===== config.mk =====
export PLATFORM = sky130hd
export DESIGN_NAME = tma_mac
export DESIGN_NICKNAME = d
export VERILOG_FILES = /design/src/sv/tma_pkg.sv /design/src/sv/tma_mac.sv
export SDC_FILE = /design/constraint.sdc
export NUM_CORES = 2
export LEC_CHECK = 0
export BUFFER_PORTS_ARGS = -buffer_cell sky130_fd_sc_hd__buf_4
export CORE_UTILIZATION = 60
export CTS_BUF_LIST = sky130_fd_sc_hd__clkbuf_2 sky130_fd_sc_hd__clkbuf_4 sky130_fd_sc_hd__clkbuf_8
export DETAILED_ROUTE_END_ITERATION = 8
export PLACE_DENSITY = 0.74
export SLEW_MARGIN = 15
export SYNTH_ARGS = -nofsm -noshare
export SYNTH_HDL_FRONTEND = slang
export SYNTH_SLANG_ARGS = --single-unit
export TNS_END_PERCENT = 1

===== constraint.sdc =====
create_clock -name i_clk -period 13.1 [get_ports i_clk]
set_input_delay 2.62 -clock i_clk [delete_from_list [all_inputs] [get_ports i_clk]]
set_output_delay 2.62 -clock i_clk [all_outputs]
set_load 0.005 [all_outputs]

===== src/sv/tma_pkg.sv =====
// Package for the transform matrix accumulator: widths, codes, CORDIC constants,
// the structs passed between the submodules and the step matrix element function.
// No dependencies.
`default_nettype none

package tma_pkg;

    localparam int EW           = 32;
    localparam int DIM          = 4;
    localparam int FRAC_BITS    = 16;
    localparam int HALF_TURN    = 180;
    localparam int CORDIC_ITERS = 24;
    localparam int MOD_STEPS    = 8;
    localparam int CW           = 34;
    localparam int PROD_W       = 64;
    localparam int TERM_W       = 48;
    localparam int ACC_W        = 50;

    localparam logic signed [EW-1:0] ONE_Q16     = EW'(1 << FRAC_BITS);
    localparam logic signed [CW-1:0] FULL_DEG    = CW'(2 * HALF_TURN * 65536);
    localparam logic signed [CW-1:0] HALF_DEG    = CW'(HALF_TURN * 65536);
    localparam logic signed [CW-1:0] QUARTER_DEG = CW'(HALF_TURN * 65536 / 2);
    localparam logic signed [CW-1:0] CORDIC_GAIN = CW'(652032874);

    typedef enum logic [2:0] {
        K_IDENT     = 3'd0,
        K_TRANSLATE = 3'd1,
        K_SCALE     = 3'd2,
        K_ROT_X     = 3'd3,
        K_ROT_Y     = 3'd4,
        K_ROT_Z     = 3'd5,
        K_READ      = 3'd6
    } t_kind;

    typedef enum logic [2:0] {
        ST_IDLE,
        ST_CORDIC,
        ST_ROW_READ,
        ST_ROW_ISSUE,
        ST_DRAIN,
        ST_READ_OUT
    } t_tma_state;

    typedef enum logic [2:0] {
        COR_IDLE,
        COR_MOD,
        COR_FOLD,
        COR_ITER,
        COR_DONE
    } t_cor_state;

    typedef struct packed {
        logic       vld;
        logic [1:0] row;
        logic [1:0] col;
        logic [1:0] k;
    } t_mac_issue;

    typedef struct packed {
        logic          en;
        logic [3:0]    addr;
        logic [EW-1:0] data;
    } t_mem_wr;

    // Arctangent of 2^-i in Q10.24 degrees.
    function automatic logic signed [CW-1:0] f_atan(input logic [4:0] i);
        logic signed [CW-1:0] v;
        begin
            unique case (i)
                5'd0:    v = CW'(754974720);
                5'd1:    v = CW'(445687602);
                5'd2:    v = CW'(235489089);
                5'd3:    v = CW'(119537938);
                5'd4:    v = CW'(60000935);
                5'd5:    v = CW'(30029717);
                5'd6:    v = CW'(15018523);
                5'd7:    v = CW'(7509720);
                5'd8:    v = CW'(3754917);
                5'd9:    v = CW'(1877466);
                5'd10:   v = CW'(938734);
                5'd11:   v = CW'(469367);
                5'd12:   v = CW'(234684);
                5'd13:   v = CW'(117342);
                5'd14:   v = CW'(58671);
                5'd15:   v = CW'(29335);
                5'd16:   v = CW'(14668);
                5'd17:   v = CW'(7334);
                5'd18:   v = CW'(3667);
                5'd19:   v = CW'(1833);
                5'd20:   v = CW'(917);
                5'd21:   v = CW'(458);
                5'd22:   v = CW'(229);
                5'd23:   v = CW'(115);
                default: v = '0;
            endcase
            return v;
        end
    endfunction

    // Element (k, c) of the matrix that right-multiplies the held matrix.
    function automatic logic signed [EW-1:0] f_step(
        input t_kind                kind,
        input logic [1:0]           k,
        input logic [1:0]           c,
        input logic signed [EW-1:0] a,
        input logic signed [EW-1:0] b,
        input logic signed [EW-1:0] cc,
        input logic signed [EW-1:0] s,
        input logic signed [EW-1:0] co
    );
        logic signed [EW-1:0] v;
        begin
            v = (k == c) ? ONE_Q16 : '0;
            unique case (kind)
                K_TRANSLATE: begin
                    if (c == 2'd3 && k == 2'd0) v = a;
                    if (c == 2'd3 && k == 2'd1) v = b;
                    if (c == 2'd3 && k == 2'd2) v = cc;
                end
                K_SCALE: begin
                    if (c == k && k == 2'd0) v = a;
                    if (c == k && k == 2'd1) v = b;
                    if (c == k && k == 2'd2) v = cc;
                end
                K_ROT_X: begin
                    if (k == 2'd1 && c == 2'd1) v = co;
                    if (k == 2'd1 && c == 2'd2) v = -s;
                    if (k == 2'd2 && c == 2'd1) v = s;
                    if (k == 2'd2 && c == 2'd2) v = co;
                end
                K_ROT_Y: begin
                    if (k == 2'd0 && c == 2'd0) v = co;
                    if (k == 2'd2 && c == 2'd0) v = -s;
                    if (k == 2'd0 && c == 2'd2) v = s;
                    if (k == 2'd2 && c == 2'd2) v = co;
                end
                K_ROT_Z: begin
                    if (k == 2'd0 && c == 2'd0) v = co;
                    if (k == 2'd0 && c == 2'd1) v = -s;
                    if (k == 2'd1 && c == 2'd0) v = s;
                    if (k == 2'd1 && c == 2'd1) v = co;
                end
                default: ;
            endcase
            return v;
        end
    endfunction

endpackage

`default_nettype wire


===== src/sv/tma_mac.sv =====
// Multiply, round and accumulate pipeline for one matrix row: holds the row operands,
// forms one product a cycle and writes each saturated sum back through t_mem_wr.
`default_nettype none

module tma_mac import tma_pkg::*; (
    input  logic                 i_clk,
    input  logic                 i_rst_n,
    input  logic                 i_load,
    input  logic [1:0]           i_load_k,
    input  logic signed [EW-1:0] i_load_data,
    input  t_mac_issue           i_issue,
    input  logic signed [EW-1:0] i_step,
    output t_mem_wr              o_wr,
    output logic                 o_busy
);

    localparam logic signed [ACC_W-1:0] SAT_HI = {{(ACC_W-EW+1){1'b0}}, {(EW-1){1'b1}}};
    localparam logic signed [ACC_W-1:0] SAT_LO = {{(ACC_W-EW+1){1'b1}}, {(EW-1){1'b0}}};

    logic signed [EW-1:0]     r_m [DIM];
    t_mac_issue               r_s1;
    t_mac_issue               r_s2;
    t_mac_issue               r_s3;
    logic signed [PROD_W-1:0] r_prod;
    logic signed [TERM_W-1:0] r_term;
    logic signed [ACC_W-1:0]  r_acc;

    logic                     w_neg;
    logic [PROD_W-1:0]        w_mag;
    logic [PROD_W-1:0]        w_sum;
    logic [TERM_W-1:0]        w_rnd;

    always_ff @(posedge i_clk) begin
        if (i_load) begin
            r_m[i_load_k] <= i_load_data;
        end
    end

    always_comb begin
        w_neg = r_prod[PROD_W-1];
        w_mag = w_neg ? PROD_W'(-r_prod) : PROD_W'(r_prod);
        w_sum = w_mag + PROD_W'(1 << (FRAC_BITS - 1));
        w_rnd = TERM_W'(w_sum >> FRAC_BITS);
    end

    always_ff @(posedge i_clk) begin
        if (!i_rst_n) begin
            r_s1 <= '0;
            r_s2 <= '0;
            r_s3 <= '0;
        end else begin
            r_s1 <= i_issue;
            r_s2 <= r_s1;
            r_s3 <= '{vld: r_s2.vld && (r_s2.k == 2'd3), row: r_s2.row,
                      col: r_s2.col, k: r_s2.k};
        end
    end

    always_ff @(posedge i_clk) begin
        r_prod <= PROD_W'(r_m[i_issue.k]) * PROD_W'(i_step);
        r_term <= w_neg ? -$signed(w_rnd) : $signed(w_rnd);
        if (r_s2.k == 2'd0) begin
            r_acc <= ACC_W'(r_term);
        end else begin
            r_acc <= r_acc + ACC_W'(r_term);
        end
    end

    always_comb begin
        o_wr.en   = r_s3.vld;
        o_wr.addr = {r_s3.col, r_s3.row};
        if (r_acc > SAT_HI) begin
            o_wr.data = SAT_HI[EW-1:0];
        end else if (r_acc < SAT_LO) begin
            o_wr.data = SAT_LO[EW-1:0];
        end else begin
            o_wr.data = r_acc[EW-1:0];
        end
    end

    assign o_busy = r_s1.vld || r_s2.vld || r_s3.vld;

endmodule

`default_nettype wire


# Word level (Yosys, flattened, before mapping)
# Memory sizes are Yosys's and may differ from the RTL's.
# Cells that the tools add are included.
# Widths: inputs -> output; s select.
op_classes:
  addsub: 4
  multipliers: 1
  n_div: 0
  order_cmp: 2
  n_eq_ne: 1
  n_shift: 0
  mux: 7
  bitwise_logic: 0
  n_reduce_logical: 4
ops:
  columns: ["op", "n"]
  rows:
  - ["$add 64x16->64 const B", 1]
  - ["$mul 32x32->64", 1]
  - ["$mux 32", 2]
  - ["$mux 64", 1]
  - ["$neg 64->64", 1]
  - ["$add 50x48->50", 1]
  - ["$gt 50x32->1 const B", 1]
  - ["$lt 50x32->1 const B", 1]
  - ["$mux 50", 1]
  - ["$mux 48", 1]
  - ["$neg 48->48", 1]
  - ["$eq 2x2->1 const B", 1]
  - ["$logic_not 2->1", 1]
  - ["$logic_or 1x1->1", 2]
  - ["$mux 1", 2]
  - ["$logic_and 1x1->1", 1]
word_totals:
  reg_bits: 181
  latchBits: 0
  ram_bits: 128
  romBits: 0
  input_bits: 76
  out_inout_bits: 38
  word_cells: 34
  mem_count: 1
mem_list:
  columns: ["memory", "words", "word_bits", "read_ports", "rd_ports_with_merged_regs", "wr", "line_no", "source"]
  rows:
  - ["r_m", 4, 32, 1, 0, 1, "tma_mac.sv:20", "logic signed [EW-1:0] r_m [DIM];"]

# Logic depth before layout (Yosys ltp)
depth:
  word_depth: 5
  depth_mapped: 35
  depth_no_buf: 32

# Worst setup path before layout
# No wires, ideal clock.
synth_timing:
  path_kind: "input to register"
  from: "input i_issue[0] (netlist name)"
  to: "register r_prod[57]"
  setup_ns: 0.072
  arrival_time_ns: 11.352
  t_required_ns: 13.028
  path_slack_ns: 1.676
  cell_stages: 31
  n_path_buf: 3
  path_cell_list: "clkbuf_1 -> buf_1 -> mux4_2 -> clkbuf_1 -> and2_1 -> fa_1 -> fa_1 -> inv_1 -> fa_1 -> fa_1 -> fa_1 -> inv_1 -> fa_1 -> inv_1 -> fa_1 -> fa_1 -> inv_1 -> ha_1 -> a21o_1 -> a21o_1 -> a21o_1 -> a21o_1 -> a21o_1 -> a31oi_1 -> a21oi_1 -> a41o_1 -> a211oi_1 -> o21ai_0 -> a21o_1 -> a311oi_1 -> xnor2_1"
synth_via:
  elab_chain_len: 2
synth_lines:
  columns: ["element", "line_no", "source"]
  rows:
  - ["start: declaration", "tma_mac.sv:11", "input t_mac_issue i_issue,"]
  - ["$mem_v2 4x32", null, null]
  - ["$mul 32x32->64", "tma_mac.sv:60", "r_prod <= PROD_W'(r_m[i_issue.k]) * PROD_W'(i_step);"]
  - ["end signal: assignment", "tma_mac.sv:60", null]
  - ["end: declaration", "tma_mac.sv:24", "logic signed [PROD_W-1:0] r_prod;"]
# No other way between the ends.
# A chain may end at the register's enable or synchronous reset.

# Final worst setup path
layout_timing:
  from: "input i_issue[0] (netlist name)"
  to: "register r_prod[56]"
# The elaborated chain is that of the path after synthesis.

==> metrics.md <==
| Metric | Value |
|---|---|
| Overflow after GRT | 0 |
| Post-Synth Adder-Cell Area | 47.2% |
| Kind of critical path | in2reg |
| CP max stage delay | 930 ps |
| Cell taking the most area after synthesis | fa_1 |
| Nets | 6806 |
| Antenna-violating nets left | 0 |
| Multiplexer share of the synthesized area | 1.64% |
| Drt via density | 5.71 |
| First-pass GRT wire length | 213000 microns |
| Worst slew margin | 30.4% |
| Largest family of logic cells by synthesized area | adder cells |
| Largest net degree at the start of global routing | 89 |
| Clock Latency Late Sink | 670 ps |
| Num rows | 107 |
| Simple-gate share of the synthesized area | 16.3% |
| Final hold violations | 0 |
| Leading register cell type out of synthesis | dfxtp_1 |
| Layout cells sized above 1 | 5.89% |
| Synth top area share | 41.6% |
| Minimum clock period | 11580 ps |
| GRT Total Usage | 30.8% |
| Post-CTS Setup Bufs | 0 |
| CTS tree | done |
| Initial antenna violation count | 3 |
| Drt drc | 0 |
| Crit path top cell by count | fa_1 |
| Core Box Area | 85700 sq um |
| Die Width | 297 microns |
| Tcrit/Tclk final | 88.4% |
| Initial Utilization | 60.9% |
| Cts hold-fix bufs | 0 |
| Synth Cell Area | 52100 sq um |
| Synthesized area per cell | 9.50 sq um |
| Clock sinks | 309 |
| Avg WL per Cell | 20.0 microns |
| Hpwl dp | 100000 microns |
| Crit path required time | 13690 ps |
| Post-synthesis sequential area ratio | 14.3% |
| CTS max path bufs | 3 |
| Layout area overhead | 5.07% |
| Area contributors post-synth | fa_1, inv_1, edfxtp_1 |
| CTS root buf | clkbuf_8 |
| Yosys reg bits | 309 |
| Max-Cap Viols | 0 |
| Gate Count Post-Synth | 5489 |
| Worst Path Max Fanout | 32 |
| Count of final max-slew check failures | 0 |
| Crit path DAT | 12170 ps |
| Gp weighted congestion | 0.922 |
| Worst Hold Class | reg2reg |
| PortBufs | 113 |
| CP Capture Type | flop |
| Status | finished clean |
| Number of global-route vias before repair | 39600 |
| # resized after CTS | 0 |
| Skew final | 38.4 ps |
| # fillers | 7116 |
| DRT Pass-1 Iters | 6 |
| Slew @ Worst Pin | 1040 ps |
| Post-synthesis compound-gate area fraction | 6.85% |
| Clk slew on worst S/H paths | 60 ps |
| Total CTS buffers | 51 |
| Initial detailed-routing violation count | 2991 |
| Synth Net Count | 6883 |
| Setup-failing EPs final | 0 |
| Achievable Freq | 86.4 MHz |
| Setup TNS | 0 ps |
| H-Tree Depth | 2 |
| I/O pin count | 114 |
| Area share of xor/xnor cells in the synthesized design | 4.10% |
| Ys async rst share | 0% |
| Die area | 88100 sq um |
| CP Launch Type | input port |
| Crit path max-delay cell type | mux4_2 |
| Routed WL | 132000 microns |
| Ys Warns | 0 |
| Die Ht | 297 microns |
| RSZ-0062 raised after global routing | no |
| Post-synth EDFFs | 128 |
| Netlist cell types | 89 |
| Vias | 37700 |
==> state kept, by name, summed over array words and instances (netlist names) <==
name    cells
r_m       128
r_prod     64
r_acc      50
r_term     48
r_s1        7
r_s2        7
o_wr        5
==> metrics by stage <==
step | hold slack (ps) | worst slack [ps] | instance area, sq um | utilization (%) | instances
2_1_floorplan | 412 | 1680 | 52100 | - | 5489
5_1_grt | 446 | 984 | 54800 | 63.9 | 6596
3_3_place_gp | 413 | 979 | 53700 | 62.6 | 6503
3_5_place_dp | 420 | 850 | 53700 | 62.6 | 6503
6_report | 432 | 1520 | 54800 | 63.9 | 6597
4_1_cts | 429 | 1540 | 54800 | 63.9 | 6595
==> worst max-delay path, delay by kind of cell <==
family,cells,cell delay [ps]
adder cells (fa/ha/maj),9,4280
AO/OA/AOI/OAI,12,3200
multiplexers,1,930
buffers and inverters,5,650
AND/OR/NAND/NOR,1,330
XOR/XNOR,1,130
==> cells by family after synthesis <==
group                      after synthesis
AOI/OAI and AO/OA                      543
xor gates and xnor gates               244
adders and majority gates             1318
buffers and inverters                 1331
DFF                                    309
muxes                                   45
and+or+nand+nor                       1699
==> path summary, 6_finish.rpt <==
| check | start | cells past startpoint | slack, ps | to |
|---|---|---|---|---|
| max | i_issue[0] | 29 | 1520 | r_prod[56]$_DFF_P_ |
| min | r_s2[3]$_SDFF_PN0_ | 1 | 430 | o_wr[35]$_SDFF_PN0_ |
| max reg2reg | r_m[2][13]$_DFFE_PP_ | 28 | 3690 | r_prod[56]$_DFF_P_ |
| min reg2reg | r_s2[3]$_SDFF_PN0_ | 1 | 430 | o_wr[35]$_SDFF_PN0_ |
==> area by class of cell <==
| cell class | count | area (sq um) | area share (%) |
|---|---|---|---|
| multi-input cells | 3849 | 39700 | 72.5 |
| inverters | 1053 | 3950 | 7.21 |
| clock inverters | 28 | 277 | 0.505 |
| diodes | 2 | 5.00 | 0.00913 |
| flip-flops and latches | 309 | 7470 | 13.6 |
| well taps | 1144 | 1430 | 2.61 |
| repair buffers | 148 | 1110 | 2.03 |
| clock buffers | 64 | 831 | 1.52 |
==> cell usage in the layout, fill, tap and decap left out, types with 9 or more instances in the layout <==
master | netlist | final
inv_1 | 1051 | 1051
edfxtp_1 | 128 | 128
nor2b_1 | 20 | 20
xnor2_1 | 168 | 168
and2_1 | 520 | 520
nor2_1 | 156 | 154
a21o_1 | 62 | 62
a41oi_1 | 14 | 14
a31oi_1 | 25 | 25
nor3_1 | 58 | 58
nand2b_1 | 34 | 34
o22ai_1 | 9 | 9
or4_1 | 9 | 9
o31ai_1 | 30 | 30
a21oi_1 | 139 | 139
clkbuf_8 | 0 | 56
mux4_2 | 32 | 32
o21bai_1 | 14 | 14
ha_1 | 235 | 235
nand4_1 | 26 | 26
or2_2 | 13 | 13
nor3b_1 | 13 | 12
nor4_1 | 19 | 18
fa_1 | 1083 | 1083
o21a_1 | 15 | 15
nand2_1 | 710 | 710
nand3_1 | 51 | 51
or3_1 | 15 | 15
and3_1 | 18 | 18
dfxtp_1 | 181 | 180
xor2_1 | 76 | 76
o211ai_1 | 10 | 10
buf_4 | 0 | 148
o21ai_0 | 122 | 121
==> synthesized netlist by cell type, drive strengths merged, types with 31 or more instances <==
cell,count
fa,1083
nor2,156
xor2,76
a21oi,139
xnor2,168
nand3,51
and2,520
o21ai,125
edfxtp,128
dfxtp,181
nand2b,34
o31ai,31
nor3,58
mux4,32
inv,1052
ha,235
clkbuf,265
nand2,710
a21o,62
==> per-layer routing <==
layer	routed length (microns)	global-route usage, %
met5	0	0
met4	4630	10.3
met3	13900	7.98
met2	60100	49.0
met1	53100	41.3
Power is not shown: default switching activity piles up to over one toggle a cycle in this logic, so the estimate is an artifact.
