===== config.mk =====
export PLATFORM = sky130hd
export DESIGN_NAME = tma_cordic
export DESIGN_NICKNAME = d
export VERILOG_FILES = /design/src/sv/tma_pkg.sv /design/src/sv/tma_cordic.sv
export SDC_FILE = /design/constraint.sdc
export NUM_CORES = 1
export LEC_CHECK = 0
export ABC_AREA = 1
export BUFFER_PORTS_ARGS = -buffer_cell sky130_fd_sc_hd__clkbuf_2
export CAP_MARGIN = 20
export CORE_MARGIN = 2
export CORE_UTILIZATION = 61
export CTS_CLUSTER_DIAMETER = 40
export DETAILED_ROUTE_END_ITERATION = 10
export HOLD_SLACK_MARGIN = 0.02
export PLACE_DENSITY = 0.83
export SLEW_MARGIN = 40
export SYNTH_ARGS = -nofsm -noshare
export SYNTH_HDL_FRONTEND = slang
export SYNTH_SLANG_ARGS = --single-unit
export TNS_END_PERCENT = 5

===== constraint.sdc =====
create_clock -name i_clk -period 20.9 [get_ports i_clk]
set_clock_uncertainty 0.2 [all_clocks]
set_input_delay 2.09 -clock i_clk [delete_from_list [all_inputs] [get_ports i_clk]]
set_output_delay 2.09 -clock i_clk [all_outputs]
set_load 0.01 [all_outputs]

===== src/sv/tma_pkg.sv =====
// Package for the transform matrix accumulator: widths, codes, CORDIC constants,
// the structs passed between the submodules and the step matrix element function.
// No dependencies.
`default_nettype none

package tma_pkg;

    localparam int EW           = 32;
    localparam int DIM          = 4;
    localparam int FRAC_BITS    = 16;
    localparam int HALF_TURN    = 180;
    localparam int CORDIC_ITERS = 24;
    localparam int MOD_STEPS    = 8;
    localparam int CW           = 34;
    localparam int PROD_W       = 64;
    localparam int TERM_W       = 48;
    localparam int ACC_W        = 50;

    localparam logic signed [EW-1:0] ONE_Q16     = EW'(1 << FRAC_BITS);
    localparam logic signed [CW-1:0] FULL_DEG    = CW'(2 * HALF_TURN * 65536);
    localparam logic signed [CW-1:0] HALF_DEG    = CW'(HALF_TURN * 65536);
    localparam logic signed [CW-1:0] QUARTER_DEG = CW'(HALF_TURN * 65536 / 2);
    localparam logic signed [CW-1:0] CORDIC_GAIN = CW'(652032874);

    typedef enum logic [2:0] {
        K_IDENT     = 3'd0,
        K_TRANSLATE = 3'd1,
        K_SCALE     = 3'd2,
        K_ROT_X     = 3'd3,
        K_ROT_Y     = 3'd4,
        K_ROT_Z     = 3'd5,
        K_READ      = 3'd6
    } t_kind;

    typedef enum logic [2:0] {
        ST_IDLE,
        ST_CORDIC,
        ST_ROW_READ,
        ST_ROW_ISSUE,
        ST_DRAIN,
        ST_READ_OUT
    } t_tma_state;

    typedef enum logic [2:0] {
        COR_IDLE,
        COR_MOD,
        COR_FOLD,
        COR_ITER,
        COR_DONE
    } t_cor_state;

    typedef struct packed {
        logic       vld;
        logic [1:0] row;
        logic [1:0] col;
        logic [1:0] k;
    } t_mac_issue;

    typedef struct packed {
        logic          en;
        logic [3:0]    addr;
        logic [EW-1:0] data;
    } t_mem_wr;

    // Arctangent of 2^-i in Q10.24 degrees.
    function automatic logic signed [CW-1:0] f_atan(input logic [4:0] i);
        logic signed [CW-1:0] v;
        begin
            unique case (i)
                5'd0:    v = CW'(754974720);
                5'd1:    v = CW'(445687602);
                5'd2:    v = CW'(235489089);
                5'd3:    v = CW'(119537938);
                5'd4:    v = CW'(60000935);
                5'd5:    v = CW'(30029717);
                5'd6:    v = CW'(15018523);
                5'd7:    v = CW'(7509720);
                5'd8:    v = CW'(3754917);
                5'd9:    v = CW'(1877466);
                5'd10:   v = CW'(938734);
                5'd11:   v = CW'(469367);
                5'd12:   v = CW'(234684);
                5'd13:   v = CW'(117342);
                5'd14:   v = CW'(58671);
                5'd15:   v = CW'(29335);
                5'd16:   v = CW'(14668);
                5'd17:   v = CW'(7334);
                5'd18:   v = CW'(3667);
                5'd19:   v = CW'(1833);
                5'd20:   v = CW'(917);
                5'd21:   v = CW'(458);
                5'd22:   v = CW'(229);
                5'd23:   v = CW'(115);
                default: v = '0;
            endcase
            return v;
        end
    endfunction

    // Element (k, c) of the matrix that right-multiplies the held matrix.
    function automatic logic signed [EW-1:0] f_step(
        input t_kind                kind,
        input logic [1:0]           k,
        input logic [1:0]           c,
        input logic signed [EW-1:0] a,
        input logic signed [EW-1:0] b,
        input logic signed [EW-1:0] cc,
        input logic signed [EW-1:0] s,
        input logic signed [EW-1:0] co
    );
        logic signed [EW-1:0] v;
        begin
            v = (k == c) ? ONE_Q16 : '0;
            unique case (kind)
                K_TRANSLATE: begin
                    if (c == 2'd3 && k == 2'd0) v = a;
                    if (c == 2'd3 && k == 2'd1) v = b;
                    if (c == 2'd3 && k == 2'd2) v = cc;
                end
                K_SCALE: begin
                    if (c == k && k == 2'd0) v = a;
                    if (c == k && k == 2'd1) v = b;
                    if (c == k && k == 2'd2) v = cc;
                end
                K_ROT_X: begin
                    if (k == 2'd1 && c == 2'd1) v = co;
                    if (k == 2'd1 && c == 2'd2) v = -s;
                    if (k == 2'd2 && c == 2'd1) v = s;
                    if (k == 2'd2 && c == 2'd2) v = co;
                end
                K_ROT_Y: begin
                    if (k == 2'd0 && c == 2'd0) v = co;
                    if (k == 2'd2 && c == 2'd0) v = -s;
                    if (k == 2'd0 && c == 2'd2) v = s;
                    if (k == 2'd2 && c == 2'd2) v = co;
                end
                K_ROT_Z: begin
                    if (k == 2'd0 && c == 2'd0) v = co;
                    if (k == 2'd0 && c == 2'd1) v = -s;
                    if (k == 2'd1 && c == 2'd0) v = s;
                    if (k == 2'd1 && c == 2'd1) v = co;
                end
                default: ;
            endcase
            return v;
        end
    endfunction

endpackage

`default_nettype wire


===== src/sv/tma_cordic.sv =====
// Sine and cosine of an angle in Q16.16 degrees: reduction modulo a full turn by
// shifted subtraction, fold into a quarter turn, then iterative rotation CORDIC.
`default_nettype none

module tma_cordic import tma_pkg::*; (
    input  logic                 i_clk,
    input  logic                 i_rst_n,
    input  logic                 i_start,
    input  logic signed [EW-1:0] i_angle,
    output logic                 o_done,
    output logic signed [EW-1:0] o_sin,
    output logic signed [EW-1:0] o_cos
);

    t_cor_state           r_state;
    t_cor_state           n_state;
    logic [4:0]           r_cnt;
    logic                 r_neg;
    logic                 r_flip;
    logic signed [CW-1:0] r_rem;
    logic signed [CW-1:0] r_x;
    logic signed [CW-1:0] r_y;
    logic signed [CW-1:0] r_z;

    logic signed [CW-1:0] w_ang;
    logic signed [CW-1:0] w_sub;
    logic signed [CW-1:0] w_r0;
    logic signed [CW-1:0] w_r1;
    logic signed [CW-1:0] w_r2;
    logic                 w_flip;
    logic signed [CW-1:0] w_dx;
    logic signed [CW-1:0] w_dy;
    logic signed [CW-1:0] w_at;
    logic signed [CW-1:0] w_xr;
    logic signed [CW-1:0] w_yr;
    logic signed [CW-1:0] w_c;
    logic signed [CW-1:0] w_s;

    always_comb begin
        n_state = r_state;
        unique case (r_state)
            COR_IDLE: if (i_start) n_state = COR_MOD;
            COR_MOD:  if (r_cnt == 5'd0) n_state = COR_FOLD;
            COR_FOLD: n_state = COR_ITER;
            COR_ITER: if (r_cnt == 5'(CORDIC_ITERS - 1)) n_state = COR_DONE;
            COR_DONE: n_state = COR_IDLE;
            default:  n_state = COR_IDLE;
        endcase
    end

    always_comb begin
        o_done = (r_state == COR_DONE);
    end

    always_ff @(posedge i_clk) begin
        if (!i_rst_n) begin
            r_state <= COR_IDLE;
        end else begin
            r_state <= n_state;
        end
    end

    always_comb begin
        w_ang = CW'(i_angle);
        w_sub = FULL_DEG <<< r_cnt[2:0];
        w_r0  = (r_neg && r_rem != '0) ? FULL_DEG - r_rem : r_rem;
        w_r1  = (w_r0 > HALF_DEG) ? w_r0 - FULL_DEG : w_r0;
        w_r2  = w_r1;
        w_flip = 1'b0;
        if (w_r1 > QUARTER_DEG) begin
            w_r2   = w_r1 - HALF_DEG;
            w_flip = 1'b1;
        end else if (w_r1 < -QUARTER_DEG) begin
            w_r2   = w_r1 + HALF_DEG;
            w_flip = 1'b1;
        end
        w_dx = r_y >>> r_cnt;
        w_dy = r_x >>> r_cnt;
        w_at = f_atan(r_cnt);
        w_xr = (r_x + CW'(8192)) >>> 14;
        w_yr = (r_y + CW'(8192)) >>> 14;
        w_c  = r_flip ? -w_xr : w_xr;
        w_s  = r_flip ? -w_yr : w_yr;
    end

    always_ff @(posedge i_clk) begin
        unique case (r_state)
            COR_IDLE: begin
                r_neg <= i_angle[EW-1];
                r_rem <= i_angle[EW-1] ? -w_ang : w_ang;
                r_cnt <= 5'(MOD_STEPS - 1);
            end
            COR_MOD: begin
                if (r_rem >= w_sub) begin
                    r_rem <= r_rem - w_sub;
                end
                r_cnt <= r_cnt - 5'd1;
            end
            COR_FOLD: begin
                r_z    <= w_r2 <<< 8;
                r_x    <= CORDIC_GAIN;
                r_y    <= '0;
                r_flip <= w_flip;
                r_cnt  <= '0;
            end
            COR_ITER: begin
                if (r_z >= 0) begin
                    r_x <= r_x - w_dx;
                    r_y <= r_y + w_dy;
                    r_z <= r_z - w_at;
                end else begin
                    r_x <= r_x + w_dx;
                    r_y <= r_y - w_dy;
                    r_z <= r_z + w_at;
                end
                r_cnt <= r_cnt + 5'd1;
            end
            default: ;
        endcase
    end

    assign o_cos = w_c[EW-1:0];
    assign o_sin = w_s[EW-1:0];

endmodule

`default_nettype wire


======== After elaboration in Yosys (flattened, before gate mapping) ========
Memories as Yosys holds them, arrays and structs flattened. A register that Yosys moved wholly into a read port is not among the register bits.
Cells that the tools add are included.
Widths: inputs -> output; s select.
operators by class
  add/sub/neg operators ................... 18
  $lt $le $gt $ge ......................... 5
  equal/unequal tests ..................... 9
  shifts and indexed selects .............. 3
  multiplexer cells ....................... 22
  reductions and logical operators ........ 9
operators with widths
  operator                number
  $pmux 34 s2             4
  $mux 34                 7
  $sub 34x34->34          4
  $add 34x34->34          3
  $add 34x15->34 const B  2
  $sshr 34x5->34          2
  $mux 32                 2
  $neg 20->32             2
  $mux 26                 2
  $ge 34x1->1 const B     1
  $ge 34x34->1            1
  $gt 34x24->1 const B    1
  $gt 34x25->1 const B    1
  $lt 34x24->1 const B    1
  $neg 32->34             1
  $reduce_bool 34->1      1
  $sshl 26x3->34 const A  1
  $sub 26x34->34 const A  1
  $sub 34x26->34 const B  1
  $add 26x25->26 const B  1
  $sub 26x25->26 const B  1
  $pmux 5 s4              1
  $pmux 3 s4              1
  $mux 3                  3
  16 further kinds        21
word-level totals
  flip-flop bits (word level) ............. 146
  memory bits (read-only) ................. 960
  bits of input ports ..................... 35
  output and inout port bits .............. 65
  word-level logic and storage cells ...... 75
  memories ................................ 1
memories
  name              words  width  rd ports  clocked after memory_dff  wr ports  RTL line       text
  (name not given)  32     30     1         1                         0         tma_pkg.sv:69  unique case (i)

======== Longest topological paths before layout ========
Gate-level depths: netlist of run 1.
  word-level depth ........................ 9
  gate-level depth with buffers ........... 42
  depth with buffers taken out ............ 40

======== Worst setup path after synthesis of run 1 ========
OpenSTA, ideal clock, no wires.
  path kind ............................... reg2reg
  start point ............................. reg r_state[1]
  end point ............................... reg w_at[5] (netlist name)
  setup time .............................. 74 ps
  arrival time ............................ 8110 ps
  required time ........................... 20626 ps
  slack ................................... 12516 ps
  stages on the path, launching flop included .. 19
  buffers on the path ..................... 2
  clock period less this slack ............ 8384 ps
  cell sequence ........................... dfxtp_1 inv_1 nor2_1 nand2_1 inv_1 clkbuf_1 clkbuf_1 fa_1 nor2_1 a211oi_1 inv_1 or2_2 nand3_1 o21ai_1 nor2_1 clkinv_1 a21oi_1 a21oi_1 o21ai_0
on the way
  longest elaborated chain between the ends .. 3
  elaborated cells between the ends (all ways) .. 7
  those cells by class .................... 3 x eq/ne; 2 x mux; 2 x reduce/logical
ends and longest elaborated chain
  what                                             RTL line          text
  start: declaration                               tma_cordic.sv:15  t_cor_state r_state;
  start signal: assignment                         tma_cordic.sv:59  r_state <= n_state;
  $eq 3x2->1 (tied with other cells)               tma_cordic.sv:87  unique case (r_state)
  $pmux 5 s4 or $reduce_bool 4->1 (tied branches)  --
  $mux 5 (no source line) (*)                      --
Every way passes the cells marked *; elsewhere a longest branch is shown, timed or not.
A chain may end at the register's enable or synchronous reset.

======== Worst setup path after layout of run 1 ========
  start point ............................. reg r_cnt[0]
  end point ............................... reg r_y[33], data pin
on the way
  longest elaborated chain between the ends .. 4
  elaborated cells between the ends (all ways) .. 5
  those cells by class .................... 2 x add/sub; 1 x shift; 2 x mux
ends and longest elaborated chain
  what                                              RTL line                              text
  start: declaration                                tma_cordic.sv:17                      logic [4:0] r_cnt;
  start signal: assignment                          tma_cordic.sv:91                      r_cnt <= 5'(MOD_STEPS - 1);
  start signal: assignment                          tma_cordic.sv:97                      r_cnt <= r_cnt - 5'd1;
  start signal: assignment                          tma_cordic.sv:116                     r_cnt <= r_cnt + 5'd1;
  $sshr 34x5->34 (*)                                tma_cordic.sv:78                      w_dy = r_x >>> r_cnt;
  $sub 34x34->34 or $add 34x34->34 (tied branches)  tma_cordic.sv:113, tma_cordic.sv:109
  $mux 34 (*)                                       tma_cordic.sv:107                     if (r_z >= 0) begin
  $pmux 34 s2 (*)                                   tma_cordic.sv:87
  end signal: assignment                            tma_cordic.sv:109                     r_y <= r_y + w_dy;
  end signal: assignment                            tma_cordic.sv:113                     r_y <= r_y - w_dy;
  end: declaration                                  tma_cordic.sv:22                      logic signed [CW-1:0] r_y;
Marked as above.

==> flow_summary.toml, run 1 <==
[status]
run_status = "finished clean"

[worst_setup_path]
setup.worst_path.end_class = "flop"
critical_path.max_stage_delay_ns = 0.88
worst_setup_path_start_kind = "flop"
required_arrival_time_at_the_worst_endpoint_ns = 20.93
timing_worst_setup_path_type = "flop to flop"
critPathMostFrequentCell = "nor2_1"
timing.critical_path.arrival_ns = 7.58
timing.critical_path.fanout_max = 90
worst_r2r_path_depth = 35
timing.critical_path.slowest_stage_cell = "edfxtp_1"

[hold_path]
whs_path_depth = 2
hold_class = "flop to flop"

[grt]
number_of_antenna_violations_at_the_first_check_in_global_routing = 0
wire_length_of_the_first_global_routing_pass_mm = 108
first_global_vias = 22237
groute.usage.overall_pct = 33.7
grt-ovfl-total = 0
grt_start_max_net_pins = 91

[power]
pwr-share-clk_pct = 7.9
combinationalPowerShare_pct = 78.3
power_per_cell_area_nw_per_um2 = 175
p_sw_share_pct = 57.7
worst_vdd_drop_v = 0.000118
leakagePower_nw = 11.6
power.switching_w = 0.00248
p_seq_share_pct = 13.7
power_report.internal_total_w = 0.00182

[route]
vias = 24447
postRouteWirelength_mm = 66.1
number_of_vias_per_cell_after_detailed_routing = 5.82
drtAntennaViolNets = 0
drt-wirelength-per-cell_um = 15.7
detailedRoute.firstIterationViolations = 2387
drc = 0
drt_pass1_iterations = 7

[synthesis]
synth_area_per_cell_um2 = 6.34
synth.lib_cells_used.distinct = 68
synth-seq-cells = 176
synth.mux.area_fraction_pct = 1.56
syn_area_um2 = 23100
synth_edf_count = 143
main_combinational_cell_family_by_area_after_synthesis = "simple AND/OR/NAND/NOR gates"
synthSimpleGateAreaFrac_pct = 30.4
seq_area_frac_synth_pct = 21.4
synthArstFlopShare_pct = 0
post_synth_xor_area_fraction_pct = 8.48
yosys_warning_total = 0
synth.net_count = 3835
dominantRegCellSynth = "edfxtp_1"
syn-instance-count = 3651
compound_cell_area_share_of_the_yosys_netlist_pct = 20.5
synth_fa_ha_area_share_pct = 8.19

[sta]
setup_violations = 0
timing.final.crit_period_ns = 7.55
rsz0062_at_grt = "false"
slew_headroom_pct = 46.1
worst_pin_slew_ns = 0.809
timing.fmax_mhz = 133
setup_tns_ns = 0
timing.final.crit_share_pct = 36.1
hold_viol_final = 0
slew_violations = 0

[clock_tree]
cts_post_setup_buffers_inserted = 0
clkLatencyLatePin_ns = 0.48
clk_pin_slew_worst_paths_ns = 0.09
cts_made_buffers = 17
cts.root.buffer_cell = "clkbuf_16"
clock_tree.buffer_depth = 2
cts_tree = "built"
cts_hold_buf = 0
cts.sinks = 176
cts_repair_resize_count = 0
clock_tree.htree_level_count = 4

[final_layout]
layout.filler_cells = 3610
final_cell_mix = "nand2_1, inv_1, o21ai_0"
most_common_cell_after_layout_fill_and_taps_aside = "nand2_1"
seq_area_um2 = 4950
share_of_final_layout_standard_cells_stronger_than_drive_strength_1_pct = 6.96
area_growth_syn_to_layout_pct = 6.22
multi_input_comb_area_um2 = 16000
num_antenna_cells = 0
final_cells = 4201
finish.net_count = 3861

[placed_design]
numPortBuffers = 99
hpwlAfterDp_mm = 51.0
routabilityCongestion = 1.04
dp.cells = 4169

[floorplanning]
die_width_um = 199
rows = 71
die_y_um = 199
ioPinCount = 100
coreArea_um2 = 37500
initial_utilization_pct = 61.7
die-area_um2 = 39500

[run]
maxCapViolations = 0
-- cells in the mapped netlist, types with 6 or more instances --
library cell	number	share of area, %
a211oi_1	7	0.23
a21boi_0	7	0.23
a21o_1	11	0.36
a21oi_1	280	6.1
a31oi_1	20	0.54
buf_1	12	0.19
buf_2	29	0.63
clkbuf_1	66	1.1
clkinv_1	6	0.097
dfxtp_1	33	2.9
edfxtp_1	143	19
ha_1	145	7.8
inv_1	426	6.9
inv_2	13	0.21
mux2i_1	36	1.6
nand2_1	918	15
nand2_2	13	0.35
nand2_4	10	0.49
nand3_1	161	3.5
nand3b_1	8	0.26
nand4_1	42	1.1
nor2_1	361	5.9
nor2_2	9	0.24
nor2_4	6	0.29
nor3_1	66	1.4
nor3b_1	6	0.19
nor4_1	16	0.43
o211ai_1	20	0.65
o21a_1	38	1.2
o21ai_0	378	8.2
o21ai_1	16	0.35
o21bai_1	8	0.26
o221ai_1	12	0.45
o22ai_1	14	0.38
o31ai_1	14	0.45
or2_2	24	0.65
xnor2_1	63	2.4
xor2_1	161	6.1
-- power groups by stage --
stage	Clock [W]	Sequential, W	Combinational (W)
global placement	0	0.000595	0.00324
finish	0.000341	0.000591	0.00337
detailed placement	0	0.000596	0.00327
global route	0.000355	0.000600	0.00380
CTS	0.000342	0.000589	0.00331
floorplan	0	0.000562	0.00262
-- path summary, 6_finish.rpt --
check / start / endpoint / slack (ns)
min reg2reg: r_rem[7] / r_rem[7] / 0.46
min: r_rem[7] / r_rem[7] / 0.46
max reg2reg: r_cnt[0] / r_y[33] / 13.35
max: r_cnt[0] / r_y[33] / 13.35
-- worst max-delay path: cells and delay by family, from the launching register on --
kind	cells	cell delay [ns]
compound gates	11	2.18
simple gates	15	1.70
buf+inv	6	1.59
flops	1	0.88
fa+ha+maj	2	0.53
xor+xnor	1	0.18
-- cell families after synthesis --
kind of cell,count (synthesis)
muxes,36
and+or+nand+nor,1654
buffers and inverters,561
xor gates and xnor gates,224
AOI/OAI and AO/OA,851
DFF,176
adders and majority gates,149
-- per-stage QoR --
stage                     hold slack (ns)  util (%)  total power [W]  instance area (um^2)  setup slack (ns)
final                               0.464      65.6          0.00430                 24600             13.35
after global routing                0.487      65.6          0.00476                 24600             12.52
after CTS                           0.467      65.5          0.00424                 24600             13.49
after detailed placement            0.438      63.9          0.00387                 24000             13.57
after global placement              0.423      63.8          0.00383                 23900             13.77
after floorplan                     0.325         -          0.00318                 23100             12.52
-- metal layers --
metal	share of wire, %	global-route usage, %	up-vias	routed length, um
li1	-	-	12260	-
met1	42	41.9	10983	27700
met2	47	58.0	1017	30900
met3	6.9	4.44	187	4550
met4	4.5	15.3	0	2970
met5	0	0	-	0
-- registers in the layout, indices dropped and copies added (netlist names) --
register,flops
r_rem,34
r_x,34
r_y,34
r_z,34
w_at,30
r_cnt,5
r_state,3
r_flip,1
r_neg,1
-- area by class of cell --
type	count	share of cell area (%)
tap	511	2.60
clock inverter	14	0.652
sequential	176	20.2
multi-input combinational	2914	65.1
inverter	447	6.84
timing repair buffer	121	2.78
clock buffer	18	1.83
No activity file was read; power rests on OpenSTA's default activity.
==> run 2: changes to the inputs <==
Clock period 20.9 ns to 7.6 ns, I/O delays scaled along.
==> run 2 against run 1 <==
Net effect: clock-buffer cell count decreased by 1; fmax is 15% higher; combinational power increased to 2.8 times the previous value; largest power group unchanged.
==> flow_summary.toml, run 2 (synthesis results as in run 1) <==
[status]
run_status = "finished clean"

[grt]
first_global_vias = 22107
grt_start_max_net_pins = 74
number_of_antenna_violations_at_the_first_check_in_global_routing = 0
groute.usage.overall_pct = 33.8
grt-ovfl-total = 0
wire_length_of_the_first_global_routing_pass_mm = 108

[sta]
hold_viol_final = 0
slew_violations = 0
hold_ws_ns = 0.312
slew_headroom_pct = 45.5
timing.final.crit_share_pct = 86.0
setup_tns_ns = 0
worst_pin_slew_ns = 0.816
timing.fmax_mhz = 153
setup_violations = 0
rsz0062_at_grt = "false"
timing.final.crit_period_ns = 6.54

[floorplanning]
ioPinCount = 100
die-area_um2 = 39500
die_width_um = 199
coreArea_um2 = 37500
rows = 71
initial_utilization_pct = 61.7
die_y_um = 199

[worst_setup_path]
worst_setup_path_start_kind = "flop"
timing.critical_path.slowest_stage_cell = "clkinv_2"
timing.reg2reg.setup_slack_ns = 1.06
critical_path.max_stage_delay_ns = 0.55
setup.worst_path.end_class = "flop"
required_arrival_time_at_the_worst_endpoint_ns = 7.64
timing.critical_path.fanout_max = 47
timing.critical_path.arrival_ns = 6.57
timing_worst_setup_path_type = "flop to flop"

[route]
drt_pass1_iterations = 7
vias = 24526
drc = 0
detailedRoute.firstIterationViolations = 2487
drtAntennaViolNets = 0
postRouteWirelength_mm = 66.7
number_of_vias_per_cell_after_detailed_routing = 5.83
drt-wirelength-per-cell_um = 15.8

[final_layout]
most_common_cell_after_layout_fill_and_taps_aside = "nand2_1"
num_antenna_cells = 0
finish.net_count = 3867
final_cell_mix = "nand2_1, inv_1, o21ai_0"
share_of_final_layout_standard_cells_stronger_than_drive_strength_1_pct = 7.09
final_area_um2 = 24600
area_growth_syn_to_layout_pct = 6.47

[power]
worst_vdd_drop_v = 0.000338
leakagePower_nw = 11.7
fin_total_pwr_w = 0.0120
power_per_cell_area_nw_per_um2 = 486

[placed_design]
numPortBuffers = 99
routabilityCongestion = 1.03
hpwlAfterDp_mm = 51.5
dpl-instance-area_um2 = 24000

[clock_tree]
clock_tree.htree_level_count = 4
cts_tree = "built"
cts_post_setup_buffers_inserted = 0
clk_pin_slew_worst_paths_ns = 0.08
clkLatencyLatePin_ns = 0.47
cts_hold_buf = 0
cts_made_buffers = 17
cts_repair_resize_count = 0
cts.root.buffer_cell = "clkbuf_16"
clock_tree.buffer_depth = 2
cts.sinks = 176

[run]
maxCapViolations = 0

[hold_path]
hold_class = "input port to flop"
[run 2: cell types whose count changed in the layout (fill, tap and decap cells not counted), sizes merged]
cell and delta:
buf +6, inv -3, bufinv +2, clkinvlp +2
clkbuf -1
[run 2: stage by stage]
stage,utilization (%),setup slack (ns),cells
6_report,65.7,1.06,4207
5_1_grt,65.7,0.394,4207
4_1_cts,65.7,1.28,4207
3_5_place_dp,64.0,1.36,4175
3_3_place_gp,64.0,1.52,4175
2_1_floorplan,-,1.09,3651
[run 2: area by class of cell]
cell class / count / area (um^2)
Multi-Input combinational cell: 2914 / 16000
Fill cell: 3624 / 12900
Sequential cell: 176 / 4950
Inverter: 447 / 1680
Timing Repair Buffer: 127 / 709
Tap cell: 511 / 639
Clock buffer: 17 / 425
Clock inverter: 15 / 221
[run 2: path summary, 6_finish.rpt]
| kind | end | startpoint | cells past startpoint |
|---|---|---|---|
| worst max-delay path | r_x[33] | r_cnt[1] | 28 |
| worst min-delay path | r_state[1] | i_rst_n | 3 |
| worst max register to register | r_x[33] | r_cnt[1] | 28 |
| worst min register to register | r_z[8] | r_rem[0] | 2 |
[run 2: report_power, final]
group / switching (W) / total (W) / internal [W]
clock: 0.000486 / 0.000996 / 0.000510
combinational: 0.00615 / 0.00934 / 0.00320
sequential: 0.000289 / 0.00164 / 0.00135
total: 0.00692 / 0.0120 / 0.00506
[run 2: per-layer routing]
layer	track usage [%]	vias to the layer above	wire, um
met3	3.90	218	4920
li1	-	12263	-
met5	0	-	0
met2	57.2	1077	31000
met4	15.8	0	2930
met1	43.0	10968	27800
[run 2: worst max-delay path, delay by kind of cell, from the launching register on]
family,cells,cell delay (ns)
AOI/OAI and AO/OA,9,2.09
and+or+nand+nor,11,1.99
DFF,1,0.37
buffers and inverters,5,0.89
xor gates and xnor gates,1,0.21
adders and majority gates,1,0.34
muxes,1,0.16
